$ cat config.mk
export PLATFORM = sky130hd
export DESIGN_NAME = extended_gcd_mod_inverse_unit
export DESIGN_NICKNAME = d
export VERILOG_FILES = /design/src/rtl/egcd_pkg.sv /design/src/rtl/extended_gcd_mod_inverse_unit.sv
export SDC_FILE = /design/constraint.sdc
export NUM_CORES = 2
export LEC_CHECK = 0
export ABC_CLOCK_PERIOD_IN_PS = 9120
export BUFFER_PORTS_ARGS = -buffer_cell sky130_fd_sc_hd__buf_4
export CAP_MARGIN = 20
export CORE_MARGIN = 2
export CORE_UTILIZATION = 50
export DETAILED_ROUTE_END_ITERATION = 7
export GPL_ROUTABILITY_DRIVEN = 0
export PLACE_DENSITY_LB_ADDON = 0.15
export SLEW_MARGIN = 20
export SYNTH_ARGS = -nofsm -noshare
export SYNTH_HDL_FRONTEND = slang
export SYNTH_SLANG_ARGS = --single-unit
$ cat constraint.sdc
create_clock -name clk -period 9.12 [get_ports clk]
set_input_delay 1.368 -clock clk [delete_from_list [all_inputs] [get_ports clk]]
set_output_delay 1.368 -clock clk [all_outputs]
set_load 0.02 [all_outputs]
$ cat src/rtl/egcd_pkg.sv
// Shared types and codes for the extended gcd / modular inverse unit.
// No dependencies.
package egcd_pkg;

  // Request kinds carried on in_tuser.
  localparam logic [1:0] REQ_GCD = 2'd0;
  localparam logic [1:0] REQ_EXT = 2'd1;
  localparam logic [1:0] REQ_INV = 2'd2;

  // Status codes carried on out_tuser.
  localparam logic [1:0] STATUS_OK       = 2'd0;
  localparam logic [1:0] STATUS_NO_INV   = 2'd1;
  localparam logic [1:0] STATUS_ZERO_MOD = 2'd2;

  // Sequencer states.
  typedef enum logic [2:0] {
    ST_IDLE,
    ST_CHECK,
    ST_DIV,
    ST_UPDATE,
    ST_FINISH,
    ST_MDIV,
    ST_MFIX
  } egcd_state_t;

endpackage

$ cat src/rtl/extended_gcd_mod_inverse_unit.sv
// Extended Euclid unit: gcd, Bezout coefficients and modular inverse.
// Depends on egcd_pkg (request, status and state codes).
//
// Each Euclid step runs a check, the bit-serial restoring divider and an
// update; a modular inverse adds a final reduction of x modulo b on the
// same divider. One transaction in flight at a time; in_tready is high only
// while the sequencer is idle.
// Reset (rst_n low, synchronous) returns the sequencer to idle and drops out_tvalid.
module extended_gcd_mod_inverse_unit import egcd_pkg::*; #(
  parameter int WORD_BITS = 32,
  localparam int IN_BITS  = ((2 * WORD_BITS + 7) / 8) * 8,
  localparam int OUT_BITS = ((3 * WORD_BITS + 7) / 8) * 8
) (
  input  logic                clk,
  input  logic                rst_n,
  // Request channel.
  input  logic                in_tvalid,
  output logic                in_tready,
  input  logic [IN_BITS-1:0]  in_tdata,   // operand_a, operand_b (low to high)
  input  logic [1:0]          in_tuser,   // req_type
  // Result channel.
  output logic                out_tvalid,
  input  logic                out_tready,
  output logic [OUT_BITS-1:0] out_tdata,  // result_value, coef_x, coef_y (low to high)
  output logic [1:0]          out_tuser   // status
);

  localparam int W        = WORD_BITS;
  localparam int CNT_BITS = $clog2(WORD_BITS + 1);
  localparam logic [CNT_BITS-1:0] CNT_LOAD = CNT_BITS'(WORD_BITS);
  localparam logic [CNT_BITS-1:0] CNT_LAST = CNT_BITS'(1);
  localparam logic signed [W-1:0] MOST_NEG = {1'b1, {(W-1){1'b0}}};
  localparam logic signed [W-1:0] SAT_NEG  = {1'b1, {(W-2){1'b0}}, 1'b1};
  localparam logic signed [W-1:0] ONE      = W'(1);
  localparam logic signed [W-1:0] MINUS1   = {W{1'b1}};

  egcd_state_t state_r, state_nxt;

  // Euclid state: remainders r, coefficient pairs s (for a) and t (for b).
  logic signed [W-1:0] r0_r, r0_nxt, r1_r, r1_nxt;
  logic signed [W-1:0] s0_r, s0_nxt, s1_r, s1_nxt;
  logic signed [W-1:0] t0_r, t0_nxt, t1_r, t1_nxt;
  logic signed [W-1:0] b_r, b_nxt;          // modulus kept for the inverse
  logic [1:0]          req_r, req_nxt;

  // Shared bit-serial divider; quotient bits also drive Horner products q*s1, q*t1.
  logic [W-1:0]        quo_r, quo_nxt;
  logic [W-1:0]        rem_r, rem_nxt;
  logic [W-1:0]        dvs_r, dvs_nxt;
  logic signed [W+1:0] ps_r, ps_nxt, pt_r, pt_nxt;
  logic [CNT_BITS-1:0] cnt_r, cnt_nxt;

  // Output register.
  logic                out_valid_r, out_valid_nxt;
  logic signed [W-1:0] out_res_r, out_res_nxt;
  logic signed [W-1:0] out_x_r, out_x_nxt;
  logic signed [W-1:0] out_y_r, out_y_nxt;
  logic [1:0]          out_st_r, out_st_nxt;

  logic                in_fire, out_free;
  logic signed [W-1:0] op_a, op_b;
  logic [W+1:0]        div_shift, div_diff;
  logic                qbit;
  logic [W-1:0]        r0_mag, r1_mag, s0_mag, b_mag;
  logic signed [W-1:0] rem_signed, d_abs;
  logic                q_neg;
  logic signed [W:0]   m_val, v_val;
  logic [W:0]          v_mag;
  logic signed [W:0]   inv_val;

  assign in_tready = (state_r == ST_IDLE);
  assign in_fire   = in_tvalid && in_tready;
  assign out_free  = !out_valid_r || out_tready;

  // Saturate the most negative code so magnitudes fit in W-1 bits.
  assign op_a = (in_tdata[W-1:0] == MOST_NEG) ? SAT_NEG : in_tdata[W-1:0];
  assign op_b = (in_tdata[2*W-1:W] == MOST_NEG) ? SAT_NEG : in_tdata[2*W-1:W];

  assign r0_mag = r0_r[W-1] ? W'(-r0_r) : W'(r0_r);
  assign r1_mag = r1_r[W-1] ? W'(-r1_r) : W'(r1_r);
  assign s0_mag = s0_r[W-1] ? W'(-s0_r) : W'(s0_r);
  assign b_mag  = b_r[W-1]  ? W'(-b_r)  : W'(b_r);
  assign d_abs  = r0_r[W-1] ? -r0_r : r0_r;

  // One restoring-division step: remainder stays below the divisor (< 2^(W-1)).
  assign div_shift = {1'b0, rem_r, quo_r[W-1]};
  assign div_diff  = div_shift - {2'b00, dvs_r};
  assign qbit      = !div_diff[W+1];

  // Truncating division: remainder takes the dividend's sign.
  assign rem_signed = r0_r[W-1] ? -$signed(rem_r) : $signed(rem_r);
  assign q_neg      = r0_r[W-1] ^ r1_r[W-1];

  // Inverse fix-up: ((x % b) + b) % b, with |x % b + b| < 2|b|.
  assign m_val   = s0_r[W-1] ? -$signed({1'b0, rem_r}) : $signed({1'b0, rem_r});
  assign v_val   = m_val + (W+1)'(b_r);
  assign v_mag   = v_val[W] ? (W+1)'(-v_val) : (W+1)'(v_val);
  assign inv_val = (v_mag < {1'b0, b_mag}) ? v_val
                 : (v_val[W] ? v_val + $signed({1'b0, b_mag})
                             : v_val - $signed({1'b0, b_mag}));

  // Next-state logic.
  always_comb begin
    state_nxt = state_r;
    unique case (state_r)
      ST_IDLE: begin
        if (in_fire) state_nxt = ST_CHECK;
      end
      ST_CHECK: begin
        state_nxt = (r1_r == '0) ? ST_FINISH : ST_DIV;
      end
      ST_DIV: begin
        if (cnt_r == CNT_LAST) state_nxt = ST_UPDATE;
      end
      ST_UPDATE: begin
        state_nxt = ST_CHECK;
      end
      ST_FINISH: begin
        if (req_r == REQ_INV && r0_r == ONE && b_r != '0) begin
          state_nxt = ST_MDIV;
        end else if (out_free) begin
          state_nxt = ST_IDLE;
        end
      end
      ST_MDIV: begin
        if (cnt_r == CNT_LAST) state_nxt = ST_MFIX;
      end
      ST_MFIX: begin
        if (out_free) state_nxt = ST_IDLE;
      end
      default: state_nxt = ST_IDLE;
    endcase
  end

  // Datapath and output register updates.
  always_comb begin
    r0_nxt  = r0_r;
    r1_nxt  = r1_r;
    s0_nxt  = s0_r;
    s1_nxt  = s1_r;
    t0_nxt  = t0_r;
    t1_nxt  = t1_r;
    b_nxt   = b_r;
    req_nxt = req_r;
    quo_nxt = quo_r;
    rem_nxt = rem_r;
    dvs_nxt = dvs_r;
    ps_nxt  = ps_r;
    pt_nxt  = pt_r;
    cnt_nxt = cnt_r;
    out_valid_nxt = out_valid_r && !out_tready;
    out_res_nxt   = out_res_r;
    out_x_nxt     = out_x_r;
    out_y_nxt     = out_y_r;
    out_st_nxt    = out_st_r;

    unique case (state_r)
      ST_IDLE: begin
        if (in_fire) begin
          r0_nxt  = op_a;
          r1_nxt  = op_b;
          b_nxt   = op_b;
          s0_nxt  = ONE;
          s1_nxt  = '0;
          t0_nxt  = '0;
          t1_nxt  = ONE;
          req_nxt = in_tuser;
        end
      end
      ST_CHECK: begin
        quo_nxt = r0_mag;
        rem_nxt = '0;
        dvs_nxt = r1_mag;
        ps_nxt  = '0;
        pt_nxt  = '0;
        cnt_nxt = CNT_LOAD;
      end
      ST_DIV, ST_MDIV: begin
        quo_nxt = {quo_r[W-2:0], qbit};
        rem_nxt = qbit ? div_diff[W-1:0] : div_shift[W-1:0];
        ps_nxt  = (ps_r <<< 1) + (qbit ? (W+2)'(s1_r) : '0);
        pt_nxt  = (pt_r <<< 1) + (qbit ? (W+2)'(t1_r) : '0);
        cnt_nxt = cnt_r - CNT_LAST;
      end
      ST_UPDATE: begin
        r0_nxt = r1_r;
        r1_nxt = rem_signed;
        s0_nxt = s1_r;
        s1_nxt = q_neg ? s0_r + ps_r[W-1:0] : s0_r - ps_r[W-1:0];
        t0_nxt = t1_r;
        t1_nxt = q_neg ? t0_r + pt_r[W-1:0] : t0_r - pt_r[W-1:0];
      end
      ST_FINISH: begin
        if (req_r == REQ_INV && r0_r == ONE && b_r != '0) begin
          // Reduce x modulo b on the shared divider.
          quo_nxt = s0_mag;
          rem_nxt = '0;
          dvs_nxt = b_mag;
          ps_nxt  = '0;
          pt_nxt  = '0;
          cnt_nxt = CNT_LOAD;
        end else if (out_free) begin
          out_valid_nxt = 1'b1;
          out_x_nxt     = '0;
          out_y_nxt     = '0;
          out_st_nxt    = STATUS_OK;
          unique case (req_r)
            REQ_GCD: out_res_nxt = d_abs;
            REQ_EXT: begin
              out_res_nxt = d_abs;
              out_x_nxt   = s0_r;
              out_y_nxt   = t0_r;
            end
            REQ_INV: begin
              if (r0_r != ONE) begin
                out_res_nxt = MINUS1;
                out_st_nxt  = STATUS_NO_INV;
              end else begin
                out_res_nxt = '0;
                out_st_nxt  = STATUS_ZERO_MOD;
              end
            end
            default: out_res_nxt = '0;
          endcase
        end
      end
      ST_MFIX: begin
        if (out_free) begin
          out_valid_nxt = 1'b1;
          out_res_nxt   = inv_val[W-1:0];
          out_x_nxt     = '0;
          out_y_nxt     = '0;
          out_st_nxt    = STATUS_OK;
        end
      end
      default: ;
    endcase
  end

  always_ff @(posedge clk) begin
    if (!rst_n) begin
      state_r     <= ST_IDLE;
      out_valid_r <= 1'b0;
      cnt_r       <= '0;
    end else begin
      state_r     <= state_nxt;
      out_valid_r <= out_valid_nxt;
      cnt_r       <= cnt_nxt;
    end
  end

  always_ff @(posedge clk) begin
    r0_r      <= r0_nxt;
    r1_r      <= r1_nxt;
    s0_r      <= s0_nxt;
    s1_r      <= s1_nxt;
    t0_r      <= t0_nxt;
    t1_r      <= t1_nxt;
    b_r       <= b_nxt;
    req_r     <= req_nxt;
    quo_r     <= quo_nxt;
    rem_r     <= rem_nxt;
    dvs_r     <= dvs_nxt;
    ps_r      <= ps_nxt;
    pt_r      <= pt_nxt;
    out_res_r <= out_res_nxt;
    out_x_r   <= out_x_nxt;
    out_y_r   <= out_y_nxt;
    out_st_r  <= out_st_nxt;
  end

  assign out_tvalid = out_valid_r;
  assign out_tdata  = OUT_BITS'({out_y_r, out_x_r, out_res_r});
  assign out_tuser  = out_st_r;

endmodule
Word-level counts from Yosys, hierarchy flattened
Cells that the tools add are included.
{ "totals": {"latchBits": 0, "regBits": 494, "n_memories": 0, "out_inout_bits": 100, "mem_bits_ro": 0, "word_cells": 152, "mem_bits_rw": 0} }
{ "classes": {"addsub": 18, "mul": 0, "div_mod_pow": 0, "magnitude_cmp": 1, "n_bitwise": 1, "n_reduce_logical": 24, "eq_ne": 20, "shifts": 0, "n_mux": 68} }
{ "op_table": {"columns": ["op", "n"], "rows": [
  ["$mux 32", 33],
  ["$pmux 32 s2", 11],
  ["$pmux 32 s3", 4],
  ["$add 32x32->32", 5],
  ["$neg 32->32", 5],
  ["$sub 32x32->32", 3],
  ["$mux 33", 2],
  ["$eq 32x32->1 const B", 2],
  ["$sub 33x32->34", 1],
  ["$add 33x32->33", 1],
  ["$lt 33x32->1", 1],
  ["$neg 32->33", 1],
  ["$neg 33->33", 1],
  ["$eq 32x2->1 const B", 1],
  ["$logic_not 32->1", 1],
  ["$ne 32x2->1 const B", 1],
  ["$reduce_bool 32->1", 1],
  ["$pmux 3 s7", 1],
  ["$mux 3", 6],
  ["$pmux 6 s3", 1],
  ["$ne 2x2->1 const B", 6],
  ["$mux 2", 5],
  ["$eq 3x3->1 const B", 3],
  ["$reduce_and 2->1", 4],
  ["22 further kinds", 32]
]} }

Longest topological paths before layout
{ "depth": {"word_depth": 9, "ltp_mapped": 37, "mapped_depth_nobuf": 34} }

Worst setup path before layout
No wires, ideal clock.
{ "synth_timing": {"path_type": "reg-to-reg", "from": "reg r0_r[6]", "to": "reg cnt_r[5]", "path_stages_with_launch": 12, "n_path_buf": 0, "setup_ns": 0.124, "arrival_time_ns": 9.449, "synth_period_minus_slack_ns": 9.573, "path_slack_ns": -0.453, "cell_sequence": "edfxtp_1 or4_1 or4_1 nor4_1 and4_1 o211ai_1 o21ba_2 o21ai_1 nand3_1 nor4_1 xnor2_1 a21boi_0"} }
{ "synth_via": {"elab_chain_cells": 5} }
{ "synth_lines": {"columns": ["item", "line", "text"], "rows": [
  ["start, declared", "extended_gcd_mod_inverse_unit.sv:40", "logic signed [W-1:0] r0_r, r0_nxt, r1_r, r1_nxt;"],
  ["start signal, assigned", "extended_gcd_mod_inverse_unit.sv:253", "r0_r <= r0_nxt;"],
  ["$eq 32x2->1", "extended_gcd_mod_inverse_unit.sv:194", "if (req_r == REQ_INV && r0_r == ONE && b_r != '0) begin"],
  ["$logic_and 1x1->1 (2 in a row)", "extended_gcd_mod_inverse_unit.sv:194", null],
  ["$ne 2x2->1 (no source line)", null, null],
  ["$reduce_and 2->1 (no source line)", null, null],
  ["end signal, assigned", "extended_gcd_mod_inverse_unit.sv:248", "cnt_r <= cnt_nxt;"],
  ["end, declared", "extended_gcd_mod_inverse_unit.sv:51", "logic [CNT_BITS-1:0] cnt_r, cnt_nxt;"]
]} }
Every way passes these cells.
A chain may end at the register's enable or synchronous reset.

Final worst setup path
{ "layout_timing": {"from": "reg rem_r[1]", "to": "reg out_res_r[5], data pin"} }
{ "layout_via": {"elab_chain_cells": 9, "word_cells_on_any_way": 12, "cone_classes": "5 x add/sub; 1 x order compare; 6 x mux"} }
{ "layout_lines": {"columns": ["item", "line", "text"], "rows": [
  ["start, declared", "extended_gcd_mod_inverse_unit.sv:48", "logic [W-1:0] rem_r, rem_nxt;"],
  ["start signal, assigned", "extended_gcd_mod_inverse_unit.sv:262", "rem_r <= rem_nxt;"],
  ["$neg 32->33", "extended_gcd_mod_inverse_unit.sv:95", "assign m_val = s0_r[W-1] ? -$signed({1'b0, rem_r}) : $signed({1'b0, rem_r});"],
  ["$mux 33 *", "extended_gcd_mod_inverse_unit.sv:95", null],
  ["$add 33x32->33 *", "extended_gcd_mod_inverse_unit.sv:96", "assign v_val = m_val + (W+1)'(b_r);"],
  ["$neg 33->33", "extended_gcd_mod_inverse_unit.sv:97", "assign v_mag = v_val[W] ? (W+1)'(-v_val) : (W+1)'(v_val);"],
  ["$mux 33", "extended_gcd_mod_inverse_unit.sv:97", null],
  ["$lt 33x32->1", "extended_gcd_mod_inverse_unit.sv:98", "assign inv_val = (v_mag < {1'b0, b_mag}) ? v_val"],
  ["$mux 32 *", "extended_gcd_mod_inverse_unit.sv:98", null],
  ["$mux 32 *", "extended_gcd_mod_inverse_unit.sv:228", "if (out_free) begin"],
  ["$pmux 32 s2 *", "extended_gcd_mod_inverse_unit.sv:157", "unique case (state_r)"],
  ["named net out_res_nxt[5]", "extended_gcd_mod_inverse_unit.sv:55", "logic signed [W-1:0] out_res_r, out_res_nxt;"],
  ["end signal, assigned", "extended_gcd_mod_inverse_unit.sv:266", "out_res_r <= out_res_nxt;"],
  ["end, declared", "extended_gcd_mod_inverse_unit.sv:55", null]
]} }
The timed path passes the listed nets; every way through them passes the cells marked *. The select of a mux whose other input is x is not followed.

==> summary.md <==
## Run status
- run status: finished, final reports clean

## Setup path
- Top cell by count, worst path: or3_1
- critical path required time: 9.45 ns
- slowest stage cell, crit path: or4_4
- highest fanout seen on the critical path: 18
- delay contributed by the slowest stage of the critical path: 0.55 ns
- data arrival time of the critical path: 9.10 ns
- launching element type of the critical path: flop
- worst setup path category: flop to flop
- kind of end point of the critical path: flop

## STA
- setup repair after global routing missed its margin: false
- Max-Slew Margin vs Limit: 0.257
- Min Clock Period, post-route: 8.77 ns
- slew of the pin with the lowest slew margin: 1.11 ns
- fin worst setup slack: 0.350 ns
- setup-violating endpoint count in the final report: 0
- Post-Route Setup TNS: 0 ns
- number of hold violations in the final report: 0
- total count of max-transition violations in the final report: 0
- max frequency: 114 MHz
- post-route fraction of the period consumed by the critical path: 0.962
- worst setup skew after layout: 0.0357 ns

## Synthesis
- predominant post-synthesis flop cell: edfxtp_1
- unique cell type count in the Yosys netlist: 83
- share of synthesized flip-flops with an asynchronous set or reset: 0
- top cells by area, synth: edfxtp_1, ha_1, xnor2_1
- synthesized netlist net count: 4389
- flip-flop and latch count after synthesis: 494
- post-synthesis instance area: 0.0376 sq mm
- count of synthesis-stage warnings from yosys: 0
- library cell with the highest instance count after synthesis: edfxtp_1
- leading cell types by count after synthesis: edfxtp_1, nand2_1, nor2_1
- Post-synth EDFFs: 484
- gate count after technology mapping: 4050
- part of the Yosys area used for sequential elements: 0.392
- cell taking the most area after synthesis: edfxtp_1
- synthesized area per cell: 9.29 sq um
- area fraction of the dominant cell type after synthesis: 0.386

## Floorplan
- Std-Cell Core Area: 0.0744 sq mm
- die span in x: 278 microns
- number of core rows: 100
- initial cell density of the core: 0.505
- Die Footprint: 0.0775 sq mm
- Top-Level Pins: 170
- die extent in y: 278 microns

## Placement
- post-placement worst setup slack: 0.141 ns
- area after detailed placement: 0.0399 sq mm
- half-perimeter wire length of the detailed placement result: 86.8 mm
- Port-buffer cells: 169

## Routing
- Via density: 6.15
- ANT nets after route: 0
- mean routed wirelength per cell: 22.7 microns
- number of DRC violations after detailed-routing iteration 0: 2932
- DRC violation count after routing: 0
- wirelength, routed: 117 mm
- first-pass detailed-route iteration total: 7
- number of vias in the routed layout: 31700

## Hold path
- Worst Hold Class: flop to flop

## Clock network
- clk sinks: 494
- CTS H-Tree Depth: 2
- Post-CTS Hold Buffers: 0
- cell chosen for the clock root: clkbuf_16
- Skew-Pair Late Insertion Delay: 0.65 ns
- Max Root-Sink Buffers: 3
- CTS tree: built
- clock buffer count from CTS: 58
- clock slew at the register clock pins of the worst setup and hold paths: 0.06 ns

## Power and ir drop
- Max IR drop VDD: 0.208 mV
- reported leakage power: 0.0169 uW
- PD cells: 252 mW/mm^2

## Global route
- overflow left after global routing: 0
- wire length of the first global-routing pass: 176 mm
- vias in the first global route: 29800
- Total Routing Usage GR: 0.293
- GRT met3 Usage: 0.0395
- met2 capacity usage during global routing: 0.485
- GRT met1 Usage: 0.384
- GRT busiest layer: met2
- pin count of the biggest net entering global routing: 134
- number of antenna violations at the first check in global routing: 2

## Flow run
- number of max-cap violations: 0

## Finish
- signed area change from the synthesized netlist to the final layout: 12.0%
- number of diodes added for antenna fixing: 0
- fin nets: 4471
- total non-filler cell area in the finished layout: 0.0421 sq mm
- Layout Utilization: 0.566
- fraction of final layout cells sized beyond drive strength 1: 0.0955

## repair_timing
| action | CTS | global route |
|---|---|---|
| resized for setup | 0 | 19 |
| setup buffers | 0 | 4 |
| endpoints found under the setup margin | 0 | 32 |
## report_power, final
part | internal [uW] | switching [uW]
Sequential | 2730 | 202
Clock | 1570 | 1020
Combinational | 2120 | 2950
## cells by family (layout without fill, tap and decap cells)
group	count (synthesis)	after routing	share of synthesized area
AOI/OAI and AO/OA	995	995	0.174
buffers and inverters	329	457	0.0331
adders and majority gates	269	269	0.0908
and+or+nand+nor	1465	1466	0.193
DFF	494	494	0.392
muxes	32	32	0.00861
xor gates and xnor gates	466	466	0.109
## routing by layer
layer	share of wire	vias up
met3	0.064	246
met2	0.47	1136
met1	0.42	15300
li1	-	15000
met4	0.047	2
met5	0.00011	-
## worst max-delay path: cells and delay by family (launching register included)
| family | cells | cell delay, ns |
|---|---|---|
| compound gates | 9 | 2.14 |
| mux | 1 | 0.24 |
| flops | 1 | 0.43 |
| buf+inv | 3 | 0.46 |
| fa+ha+maj | 3 | 0.71 |
| simple gates | 13 | 4.18 |
| xor+xnor | 2 | 0.27 |
## final cells by class
type                       instances  area (sq um)
tap                              969          1210
timing repair buffer             234          1820
sequential                       494         14700
clock inverter                    42           627
clock buffer                      65          1480
multi-input combinational       3228         21800
inverter                         116           435
fill                            6649         32300
## through the flow
step           hold slack (ns)  total power [uW]  instances
6_report                 0.492             10600       5148
5_1_grt                  0.520             11200       5148
4_1_cts                  0.490             10500       5142
3_5_place_dp             0.483              7830       5035
3_3_place_gp             0.483              7790       5035
2_1_floorplan            0.471              6650       4050
## worst paths after layout
| kind | cells past startpoint | slack [ns] | from | to |
|---|---|---|---|---|
| hold / removal | 2 | 0.49 | cnt_r[1]$_SDFFE_PN0P_ | cnt_r[1]$_SDFFE_PN0P_ |
| setup / recovery | 31 | 0.35 | rem_r[1]$_SDFFCE_PP0P_ | out_res_r[5]$_DFFE_PP_ |
| hold reg to reg | 2 | 0.49 | cnt_r[1]$_SDFFE_PN0P_ | cnt_r[1]$_SDFFE_PN0P_ |
| setup reg to reg | 31 | 0.35 | rem_r[1]$_SDFFCE_PP0P_ | out_res_r[5]$_DFFE_PP_ |
## cells in the final DEF, fill, tap and decap left out, types with 146 or more instances in the layout
master / instances
edfxtp_1: 484
nand2_1: 437
nor2_1: 292
ha_1: 261
xnor2_1: 250
a21oi_1: 232
o21ai_0: 231
buf_4: 229
xor2_1: 213
and2_1: 146
No activity file was read; power rests on OpenSTA's default activity.
